**src/rtl/grrt_pkg.sv**
```systemverilog
`timescale 1ns / 1ps
// ----------------------------------------------------------------------------
// grrt_pkg: shared types and constants of the guest region range table
// Holds the table geometry, the request and response codes, the transfer
// payload structs and the control struct between sequencer and datapath.
// ----------------------------------------------------------------------------
package grrt_pkg;

	localparam int MAX_REGIONS = 16;
	localparam int CNT_W       = $clog2(MAX_REGIONS + 1);
	localparam int IDX_W       = (MAX_REGIONS > 1) ? $clog2(MAX_REGIONS) : 1;
	localparam int ADDR_W      = 64;
	localparam int ENTRY_W     = 2 * ADDR_W;

	// request kinds (any other code is a lookup)
	localparam logic [1:0] KIND_ADD    = 2'd0;
	localparam logic [1:0] KIND_INSERT = 2'd1;

	// response status codes
	localparam logic [1:0] ST_OK        = 2'd0;
	localparam logic [1:0] ST_OVERLAP   = 2'd1;
	localparam logic [1:0] ST_FULL      = 2'd2;
	localparam logic [1:0] ST_NOT_FOUND = 2'd3;

	typedef struct packed {
		logic [1:0]        kind;
		logic [ADDR_W-1:0] address;
		logic [ADDR_W-1:0] length;
	} req_t;

	typedef struct packed {
		logic [1:0]        status;
		logic [3:0]        entry_index;
		logic [ADDR_W-1:0] entry_base;
		logic [ADDR_W-1:0] entry_length;
	} rsp_t;

	typedef enum logic [1:0] {
		S_IDLE,
		S_SCAN,
		S_APPEND,
		S_RESP
	} state_t;

	typedef struct packed {
		logic             ld_item;
		logic             ram_re;
		logic [IDX_W-1:0] ram_raddr;
		logic             ram_we;
		logic [IDX_W-1:0] ram_waddr;
		logic             res_ld;
		logic [1:0]       res_status;
		logic [IDX_W-1:0] res_idx;
		logic             res_take_entry;
	} seq_ctl_t;

	// low four bits of a table index, zero extended when the index is narrower
	function automatic logic [3:0] to_entry_index(input logic [IDX_W-1:0] idx);
		logic [IDX_W+3:0] t;
		t = {4'b0000, idx};
		return t[3:0];
	endfunction

endpackage

```
**src/rtl/guest_region_range_table.sv**
```systemverilog
`timescale 1ns / 1ps
// ----------------------------------------------------------------------------
// guest_region_range_table: guest memory region table
// Stores up to MAX_REGIONS base and size pairs in insertion order, appends
// with or without an overlap check and looks up the region holding an
// address.
// ----------------------------------------------------------------------------
// usage
//  - request channel req_valid / req_stall carries kind, address and length;
//    req_stall is high from the transfer until the response has been taken,
//    so one request is in the block at a time
//  - response channel rsp_valid / rsp_stall carries status, entry index,
//    base and length; the response is held in a register until its transfer
//  - an add goes from the request transfer through the append state to the
//    response state; insert and lookup first scan the stored regions (an
//    insert without overlap then appends), ending early on a hit; the region
//    scan reads one table entry per cycle through the single RAM read port
//    and the shared compare unit sets the pace
//  - a new request is taken only once the previous response has transferred
//  - reset empties the table at once (count only, no clearing pass); entry
//    contents are never read before they are written
//  - a stalled response holds its value and blocks new requests
// ----------------------------------------------------------------------------
module guest_region_range_table (
	input  logic            clk,
	input  logic            arst_n,
	input  logic            req_valid,
	output logic            req_stall,
	input  grrt_pkg::req_t  req,
	output logic            rsp_valid,
	input  logic            rsp_stall,
	output grrt_pkg::rsp_t  rsp
);
	import grrt_pkg::*;

	seq_ctl_t          ctl;
	logic              busy;
	logic              overlap_mode;
	logic              hit;
	logic [ADDR_W-1:0] probe_q;
	logic [ADDR_W-1:0] length_q;
	logic [ADDR_W-1:0] new_end_q;
	logic [ENTRY_W-1:0] rd_entry;
	rsp_t              rsp_q;

	// no transfer while a request is being worked on or its response waits
	assign req_stall = busy;

	// request fields captured at the transfer; new range end wraps mod 2^64
	always_ff @(posedge clk) begin
		if (ctl.ld_item) begin
			probe_q   <= req.address;
			length_q  <= req.length;
			new_end_q <= req.address + req.length;
		end
	end

	// region storage, base in the upper half, size in the lower half
	grrt_ram #(
		.WIDTH (ENTRY_W),
		.DEPTH (MAX_REGIONS)
	) u_ram (
		.clk   (clk),
		.we    (ctl.ram_we),
		.waddr (ctl.ram_waddr),
		.wdata ({probe_q, length_q}),
		.re    (ctl.ram_re),
		.raddr (ctl.ram_raddr),
		.rdata (rd_entry)
	);

	// one compare per cycle on the entry just read
	grrt_cmp u_cmp (
		.ent_base     (rd_entry[ENTRY_W-1:ADDR_W]),
		.ent_length   (rd_entry[ADDR_W-1:0]),
		.probe        (probe_q),
		.new_end      (new_end_q),
		.overlap_mode (overlap_mode),
		.hit          (hit)
	);

	grrt_seq u_seq (
		.clk          (clk),
		.arst_n       (arst_n),
		.req_valid    (req_valid),
		.req_kind     (req.kind),
		.rsp_stall    (rsp_stall),
		.hit          (hit),
		.busy         (busy),
		.overlap_mode (overlap_mode),
		.rsp_valid    (rsp_valid),
		.ctl          (ctl)
	);

	// response register, base and size only on a lookup hit
	always_ff @(posedge clk) begin
		if (ctl.res_ld) begin
			rsp_q.status      <= ctl.res_status;
			rsp_q.entry_index <= to_entry_index(ctl.res_idx);
			if (ctl.res_take_entry) begin
				rsp_q.entry_base   <= rd_entry[ENTRY_W-1:ADDR_W];
				rsp_q.entry_length <= rd_entry[ADDR_W-1:0];
			end else begin
				rsp_q.entry_base   <= '0;
				rsp_q.entry_length <= '0;
			end
		end
	end

	assign rsp = rsp_q;

endmodule

```
**src/rtl/grrt_ram.sv**
```systemverilog
`timescale 1ns / 1ps
// ----------------------------------------------------------------------------
// grrt_ram: generic single write, single read RAM
// One write port and one read port, read data registered.
// ----------------------------------------------------------------------------
module grrt_ram #(
	parameter int WIDTH = 8,
	parameter int DEPTH = 16,
	parameter int AW    = (DEPTH > 1) ? $clog2(DEPTH) : 1
) (
	input  logic             clk,
	input  logic             we,
	input  logic [AW-1:0]    waddr,
	input  logic [WIDTH-1:0] wdata,
	input  logic             re,
	input  logic [AW-1:0]    raddr,
	output logic [WIDTH-1:0] rdata
);

	logic [WIDTH-1:0] mem_q [DEPTH];

	always_ff @(posedge clk) begin
		if (we) begin
			mem_q[waddr] <= wdata;
		end
		if (re) begin
			rdata <= mem_q[raddr];
		end
	end

endmodule

```
**src/rtl/grrt_cmp.sv**
```systemverilog
`timescale 1ns / 1ps
// ----------------------------------------------------------------------------
// grrt_cmp: shared range compare unit
// Forms the end of one stored region and tests it either for overlap with
// the new range or for holding the probed address.
// ----------------------------------------------------------------------------
module grrt_cmp (
	input  logic [grrt_pkg::ADDR_W-1:0] ent_base,
	input  logic [grrt_pkg::ADDR_W-1:0] ent_length,
	input  logic [grrt_pkg::ADDR_W-1:0] probe,
	input  logic [grrt_pkg::ADDR_W-1:0] new_end,
	input  logic                        overlap_mode,
	output logic                        hit
);
	import grrt_pkg::*;

	logic [ADDR_W-1:0] ent_end;
	logic              meet;
	logic              holds;

	// ends wrap modulo 2^64
	assign ent_end = ent_base + ent_length;
	assign meet    = !((ent_end <= probe) || (ent_base >= new_end));
	assign holds   = (ent_base <= probe) && (probe < ent_end);
	assign hit     = overlap_mode ? meet : holds;

endmodule

```
**src/rtl/grrt_seq.sv**
```systemverilog
`timescale 1ns / 1ps
// ----------------------------------------------------------------------------
// grrt_seq: request sequencer
// Walks the stored regions one per cycle through the compare unit, appends
// new regions, keeps the region count and forms the response code.
// ----------------------------------------------------------------------------
module grrt_seq (
	input  logic                clk,
	input  logic                arst_n,
	input  logic                req_valid,
	input  logic [1:0]          req_kind,
	input  logic                rsp_stall,
	input  logic                hit,
	output logic                busy,
	output logic                overlap_mode,
	output logic                rsp_valid,
	output grrt_pkg::seq_ctl_t  ctl
);
	import grrt_pkg::*;

	state_t           state_q;
	state_t           state_d;
	logic             is_insert_q;
	logic [CNT_W-1:0] count_q;
	logic [CNT_W-1:0] scan_q;
	logic             pend_s1;
	logic [IDX_W-1:0] pidx_s1;
	logic             issue;
	logic             found;
	logic             full;

	assign issue        = scan_q < count_q;
	assign found        = pend_s1 && hit;
	assign full         = count_q == CNT_W'(MAX_REGIONS);
	assign overlap_mode = is_insert_q;
	assign busy         = state_q != S_IDLE;
	assign rsp_valid    = state_q == S_RESP;

	// next state
	always_comb begin
		state_d = state_q;
		case (state_q)
			S_IDLE: begin
				if (req_valid) begin
					state_d = (req_kind == KIND_ADD) ? S_APPEND : S_SCAN;
				end
			end
			S_SCAN: begin
				if (found) begin
					state_d = S_RESP;
				end else if (!issue) begin
					state_d = is_insert_q ? S_APPEND : S_RESP;
				end
			end
			S_APPEND: begin
				state_d = S_RESP;
			end
			S_RESP: begin
				if (!rsp_stall) begin
					state_d = S_IDLE;
				end
			end
			default: begin
				state_d = S_IDLE;
			end
		endcase
	end

	// outputs
	always_comb begin
		ctl                = '0;
		ctl.ram_raddr      = scan_q[IDX_W-1:0];
		ctl.ram_waddr      = count_q[IDX_W-1:0];
		ctl.res_status     = ST_OK;
		case (state_q)
			S_IDLE: begin
				ctl.ld_item = req_valid;
			end
			S_SCAN: begin
				ctl.ram_re = issue && !found;
				if (found) begin
					ctl.res_ld = 1'b1;
					if (is_insert_q) begin
						ctl.res_status = ST_OVERLAP;
					end else begin
						ctl.res_status     = ST_OK;
						ctl.res_idx        = pidx_s1;
						ctl.res_take_entry = 1'b1;
					end
				end else if (!issue && !is_insert_q) begin
					ctl.res_ld     = 1'b1;
					ctl.res_status = ST_NOT_FOUND;
				end
			end
			S_APPEND: begin
				ctl.res_ld = 1'b1;
				if (full) begin
					ctl.res_status = ST_FULL;
				end else begin
					ctl.ram_we     = 1'b1;
					ctl.res_status = ST_OK;
					ctl.res_idx    = count_q[IDX_W-1:0];
				end
			end
			S_RESP: begin
				ctl.res_ld = 1'b0;
			end
			default: begin
				ctl.res_ld = 1'b0;
			end
		endcase
	end

	always_ff @(posedge clk or negedge arst_n) begin
		if (!arst_n) begin
			state_q     <= S_IDLE;
			is_insert_q <= 1'b0;
			count_q     <= '0;
			scan_q      <= '0;
			pend_s1     <= 1'b0;
			pidx_s1     <= '0;
		end else begin
			state_q <= state_d;
			pend_s1 <= ctl.ram_re;
			pidx_s1 <= scan_q[IDX_W-1:0];
			if (ctl.ld_item) begin
				is_insert_q <= req_kind == KIND_INSERT;
				scan_q      <= '0;
			end else if (ctl.ram_re) begin
				scan_q <= scan_q + CNT_W'(1);
			end
			if (ctl.ram_we) begin
				count_q <= count_q + CNT_W'(1);
			end
		end
	end

	a_count_bound: assert property (@(posedge clk) disable iff (!arst_n)
		count_q <= CNT_W'(MAX_REGIONS))
		else $error("region count above table size");

	a_count_step: assert property (@(posedge clk) disable iff (!arst_n)
		ctl.ram_we |=> count_q == $past(count_q) + CNT_W'(1))
		else $error("append did not advance region count");

	a_accept_busy: assert property (@(posedge clk) disable iff (!arst_n)
		ctl.ld_item |=> busy)
		else $error("sequencer idle after accepting a request");

	a_pend_scan: assert property (@(posedge clk) disable iff (!arst_n)
		pend_s1 |-> state_q == S_SCAN)
		else $error("read in flight outside a scan");

endmodule

```
**config.mk**
```make
export PLATFORM = sky130hd
export DESIGN_NAME = guest_region_range_table
export DESIGN_NICKNAME = d
export VERILOG_FILES = /design/src/rtl/grrt_pkg.sv /design/src/rtl/guest_region_range_table.sv /design/src/rtl/grrt_ram.sv /design/src/rtl/grrt_cmp.sv /design/src/rtl/grrt_seq.sv
export SDC_FILE = /design/constraint.sdc
export NUM_CORES = 2
export LEC_CHECK = 0
export BUFFER_PORTS_ARGS = -buffer_cell sky130_fd_sc_hd__buf_2
export CAP_MARGIN = 20
export CORE_AREA = 4 4 352 613
export CTS_CLUSTER_DIAMETER = 30
export CTS_CLUSTER_SIZE = 30
export DETAILED_ROUTE_END_ITERATION = 8
export DIE_AREA = 0 0 356 617
export MAX_ROUTING_LAYER = met4
export PLACE_DENSITY = 0.74
export SLEW_MARGIN = 20
export SYNTH_ARGS = -nofsm -noshare
export SYNTH_HDL_FRONTEND = slang
export SYNTH_HIERARCHICAL = 1
export SYNTH_SLANG_ARGS = --single-unit
```
**constraint.sdc**
```tcl
create_clock -name clk -period 20.7 [get_ports clk]
set_input_delay 2.07 -clock clk [delete_from_list [all_inputs] [get_ports clk]]
set_output_delay 2.07 -clock clk [all_outputs]
set_load 0.01 [all_outputs]
```
==> summary.md <==
| Metric | Value |
|---|---|
| Status | `completed` |
| RR Startpoint | `u_ram/rdata[81]$_DFFE_PP_` |
| CP Data Arrival Time | `9150 ps` |
| Final Hold Fails | `0` |
| Setup violators final | `0` |
| Remaining DRCs | `0` |
| Syn Nets | `a little over 6000` |
| Type of origin of the critical path | `flip-flop` |
| Post-synth ARST share | `0.007143` |
| Post-synth EDFFs | `around 2500` |
| Die area | `about 220000 µm²` |
| Max_cap viols | `0` |
| Die W | `roughly 360 µm` |
| First-pass iteration count of the detailed router | `6` |
| Clock skew | `between 60 and 70 ps` |
| Crit-path cells | `ha_1 -> a21oi_1 -> o21ai_1 -> a211oi_1 -> o211ai_1 -> o211ai_1 -> o21ai_1 -> and4_1 -> nor3_1 -> xor2_1 -> ha_1 -> nand4_1 -> nor4_1 -> a41oi_1 -> o21ai_0 -> a21oi_1 -> o221ai_1 -> a21oi_1 -> a211oi_1 -> a2111oi_2 -> a211oi_1 -> nor2_4 -> buf_4 -> buf_4` |
| Clk slew on worst S/H paths | `70 ps` |
| Top-area cell type share of the netlist area | `0.7165` |
| Tot GR Track Use | `0.2883` |
| Pre-CTS setup slack | `12130 ps` |
| Hold Crit Class | `flip-flop to flip-flop` |
| Nets | `6531` |
| Final TNS setup | `0 ps` |
| #FFs+latches synth | `approximately 2500` |
| Buf+Inv Stages, Crit Path | `2` |
| Most common flop cell mapped by yosys | `edfxtp_1` |
| DR iter-0 viols | `~7300` |
| Initial core utilization | `0.4971` |
| Peak VDD IR | `0.1173 mV` |
| RePlAce Congestion | `0.9773` |
| Critical path class | `flip-flop to flip-flop` |
| Post-Synthesis Cells | `5662` |
| Fin cells | `a little over 9000` |
| Seq/Total Area, Yosys | `0.7208` |
| Clk sinks | `2520` |
| Hold slack | `505.1 ps` |
| RSZ-0062 raised after global routing | `no` |
| Worst-Margin Slew | `approximately 1200 ps` |
| Initial antenna violation count | `41` |
| Die Y | `617 µm` |
| PD cells | `152.8 nW/µm²` |
| Avg Cell Area, Syn | `18.52 µm²` |
| Worst setup margin | `~12000 ps` |
| Top cells by area, synth | `edfxtp_1 72%, mux4_2 10%, ha_1 3.9%, a22oi_1 1.6%, a21oi_1 1.0%` |
| DR WL/cell | `33.95 µm` |
| Fraction of layout cells with a size suffix above 1 | `0.2307` |
| Final core utilization | `0.5660` |
| Core box area | `210900 µm²` |
| Worst slew margin | `0.1910` |
| Fmax | `114.8 MHz` |
| CTS tree | `done` |
| Global route overflow | `0` |
| Global-route wire length before repair | `434600 µm` |
| Max incr delay on CP | `880 ps` |
| Hold Startpoint | `u_seq/count_q[4]$_DFFE_PN0P_` |
| CP endpoint kind | `flip-flop` |
| Final Max Tran Viols | `0` |
| Vias | `58450` |
| Post-DP HPWL | `about 190000 µm` |
| Row Count | `about 220` |
| CTS Buf Count | `287` |
| Crit path time final | `8712 ps` |
| Area growth, synth to finish | `13.85%` |
| Final Instance Area | `119400 µm²` |
| WP data required | `around 21000 ps` |
| Leak | `40.41 nW` |
| I/O Buffers | `between 200 and 300` |
| CP max stage cell | `buf_4` |
| Post-CTS setup buffers | `0` |
| Routed Antenna Nets | `0` |
| Post-CTS Resized | `0` |
| Vias in the first global route | `58674` |
| Wirelength, routed | `309700 µm` |
| Period utilisation layout | `0.4209` |
| CTS root buf | `clkbuf_16` |
| YS warnings | `6` |
| # IOs | `270` |
| Max Buffers Root-to-Sink | `4` |
| Area after DPL | `around 110000 µm²` |
| Worst setup path startpoint | `u_ram/rdata[81]$_DFFE_PP_` |
| Post-cts hold buffer count | `0` |
| Largest net degree at the start of global routing | `110` |
| Area of the mapped netlist | `104900 µm²` |
| Worst path top cell family by delay | `compound AO/OA/AOI/OAI gates` |
| Post-synth top area cell | `edfxtp_1` |
| Synth unique cells | `99` |
| H-tree levels | `5` |
| Inst Count DP | `around 8600` |
| CP Max Fanout | `63` |
| Power Total | `18.24 mW` |
| Post-DR vias/cell | `6.406` |
| Worst skew pair latency | `870 ps` |
==> final timing paths <==
path                                                      to  slack (ps)  depth (start not counted)
worst max-delay path                   rsp[71]$_SDFFCE_PN0P_       11990                         24
worst min-delay path            u_seq/count_q[4]$_DFFE_PN0P_         510                          1
worst max register to register         rsp[71]$_SDFFCE_PN0P_       11990                         24
worst min register to register  u_seq/count_q[4]$_DFFE_PN0P_         510                          1
max in group asynchronous        u_seq/scan_q[3]$_DFFE_PN0P_       19160                          1
min in group asynchronous        u_seq/scan_q[2]$_DFFE_PN0P_        1170                          1
==> metal layers <==
metal	part of all wire	track usage	vias up	wire length, µm
met5	0	-	-	0
li1	-	-	23857	-
met2	0.48	0.4539	3607	149100
met4	0.043	0.1046	0	13260
met1	0.38	0.3818	30361	116700
met3	0.099	0.05047	625	30700
==> synth_stat cells, types with 8 or more instances <==
master and instances:
buf_1 16, and2_1 140, buf_2 58, a21oi_1 217, xnor2_1 74, buf_6 12, dfrtp_1 18, inv_1 182
nor4_1 13, edfxtp_1 2502, nor3_1 20, a211oi_1 13, buf_4 45, clkbuf_1 104, mux2i_1 30, a31oi_1 16
ha_1 330, a41oi_1 8, nand4_1 85, o21ai_1 21, mux4_2 479, nor2b_1 53, o221ai_1 27, nand2_1 232
nor2_1 109, o211ai_1 17, o21a_1 13, xor2_1 54, nand3_1 39, o21ai_0 109, a221oi_1 14, a21o_1 136
and3_1 14, nand2b_1 32, o21bai_1 29, mux2_2 59, a22oi_1 221
==> logic make-up (layout without fill, tap and decap cells) <==
| logic type | Yosys count | count (layout) | synth area share |
|---|---|---|---|
| buf+inv | 421 | 1048 | 0.01853 |
| compound gates | 907 | 907 | 0.05896 |
| other cells | 0 | 23 | 0 |
| simple gates | 785 | 785 | 0.03905 |
| flops | 2520 | 2520 | 0.7208 |
| fa+ha+maj | 332 | 332 | 0.03976 |
| xor+xnor | 128 | 128 | 0.01069 |
| mux | 569 | 569 | 0.1122 |
==> cell type report <==
| cell class | count | area [µm²] |
|---|---|---|
| Antenna cell | 23 | 57.56 |
| Clock buffer | 310 | 7353 |
| Clock inverter | 203 | 2449 |
| Fill cell | 15588 | 91560 |
| Inverter | 182 | 690.7 |
| Multi-Input combinational cell | 2721 | 27550 |
| Sequential cell | 2520 | 75600 |
| Tap cell | 2812 | 3518 |
| Timing Repair Buffer | 353 | 2168 |
==> registers in the layout, indices dropped and copies added, names as in the netlist <==
register,count
u_seq/count_q,5
u_seq/scan_q,5
u_seq/pidx_s1,4
u_seq/overlap_mode,1
probe_q,64
length_q,64
new_end_q,64
u_ram/mem_q,2048
u_seq/pend_s1,1
u_ram/rdata,128
rsp,134
u_seq/state_q,2
==> layout by cell type (no fill, tap or decap), types with 15 or more instances in the layout <==
cell and count:
a21oi_1 217, a22oi_1 221, a21o_1 136, clkinv_8 24, o21bai_1 29, mux2i_1 30, nand3_1 39, mux2_2 59
o21ai_0 108, clkinv_2 16, buf_2 269, clkinv_1 18, inv_1 181, nor3_1 16, xnor2_1 74, xor2_1 54
diode_2 23, a31oi_1 16, clkbuf_16 291, nor2_1 93, clkbuf_1 19, mux4_2 479, ha_1 330, o211ai_1 17
edfxtp_1 2502, buf_12 15, buf_4 68, nand2_1 232, inv_6 49, nand4_1 85, o21ai_1 22, inv_8 36
clkinvlp_4 22, and2_1 137, nor2b_1 47, bufinv_16 25, nand2b_1 32, nor2_4 16, o221ai_1 27
==> power by group <==
group	internal, mW	switching, mW
combinational	2.23	3.66
clock	2.99	2.20
sequential	6.55	0.619
total	11.8	6.47
Power figures use the tool's default switching activity.
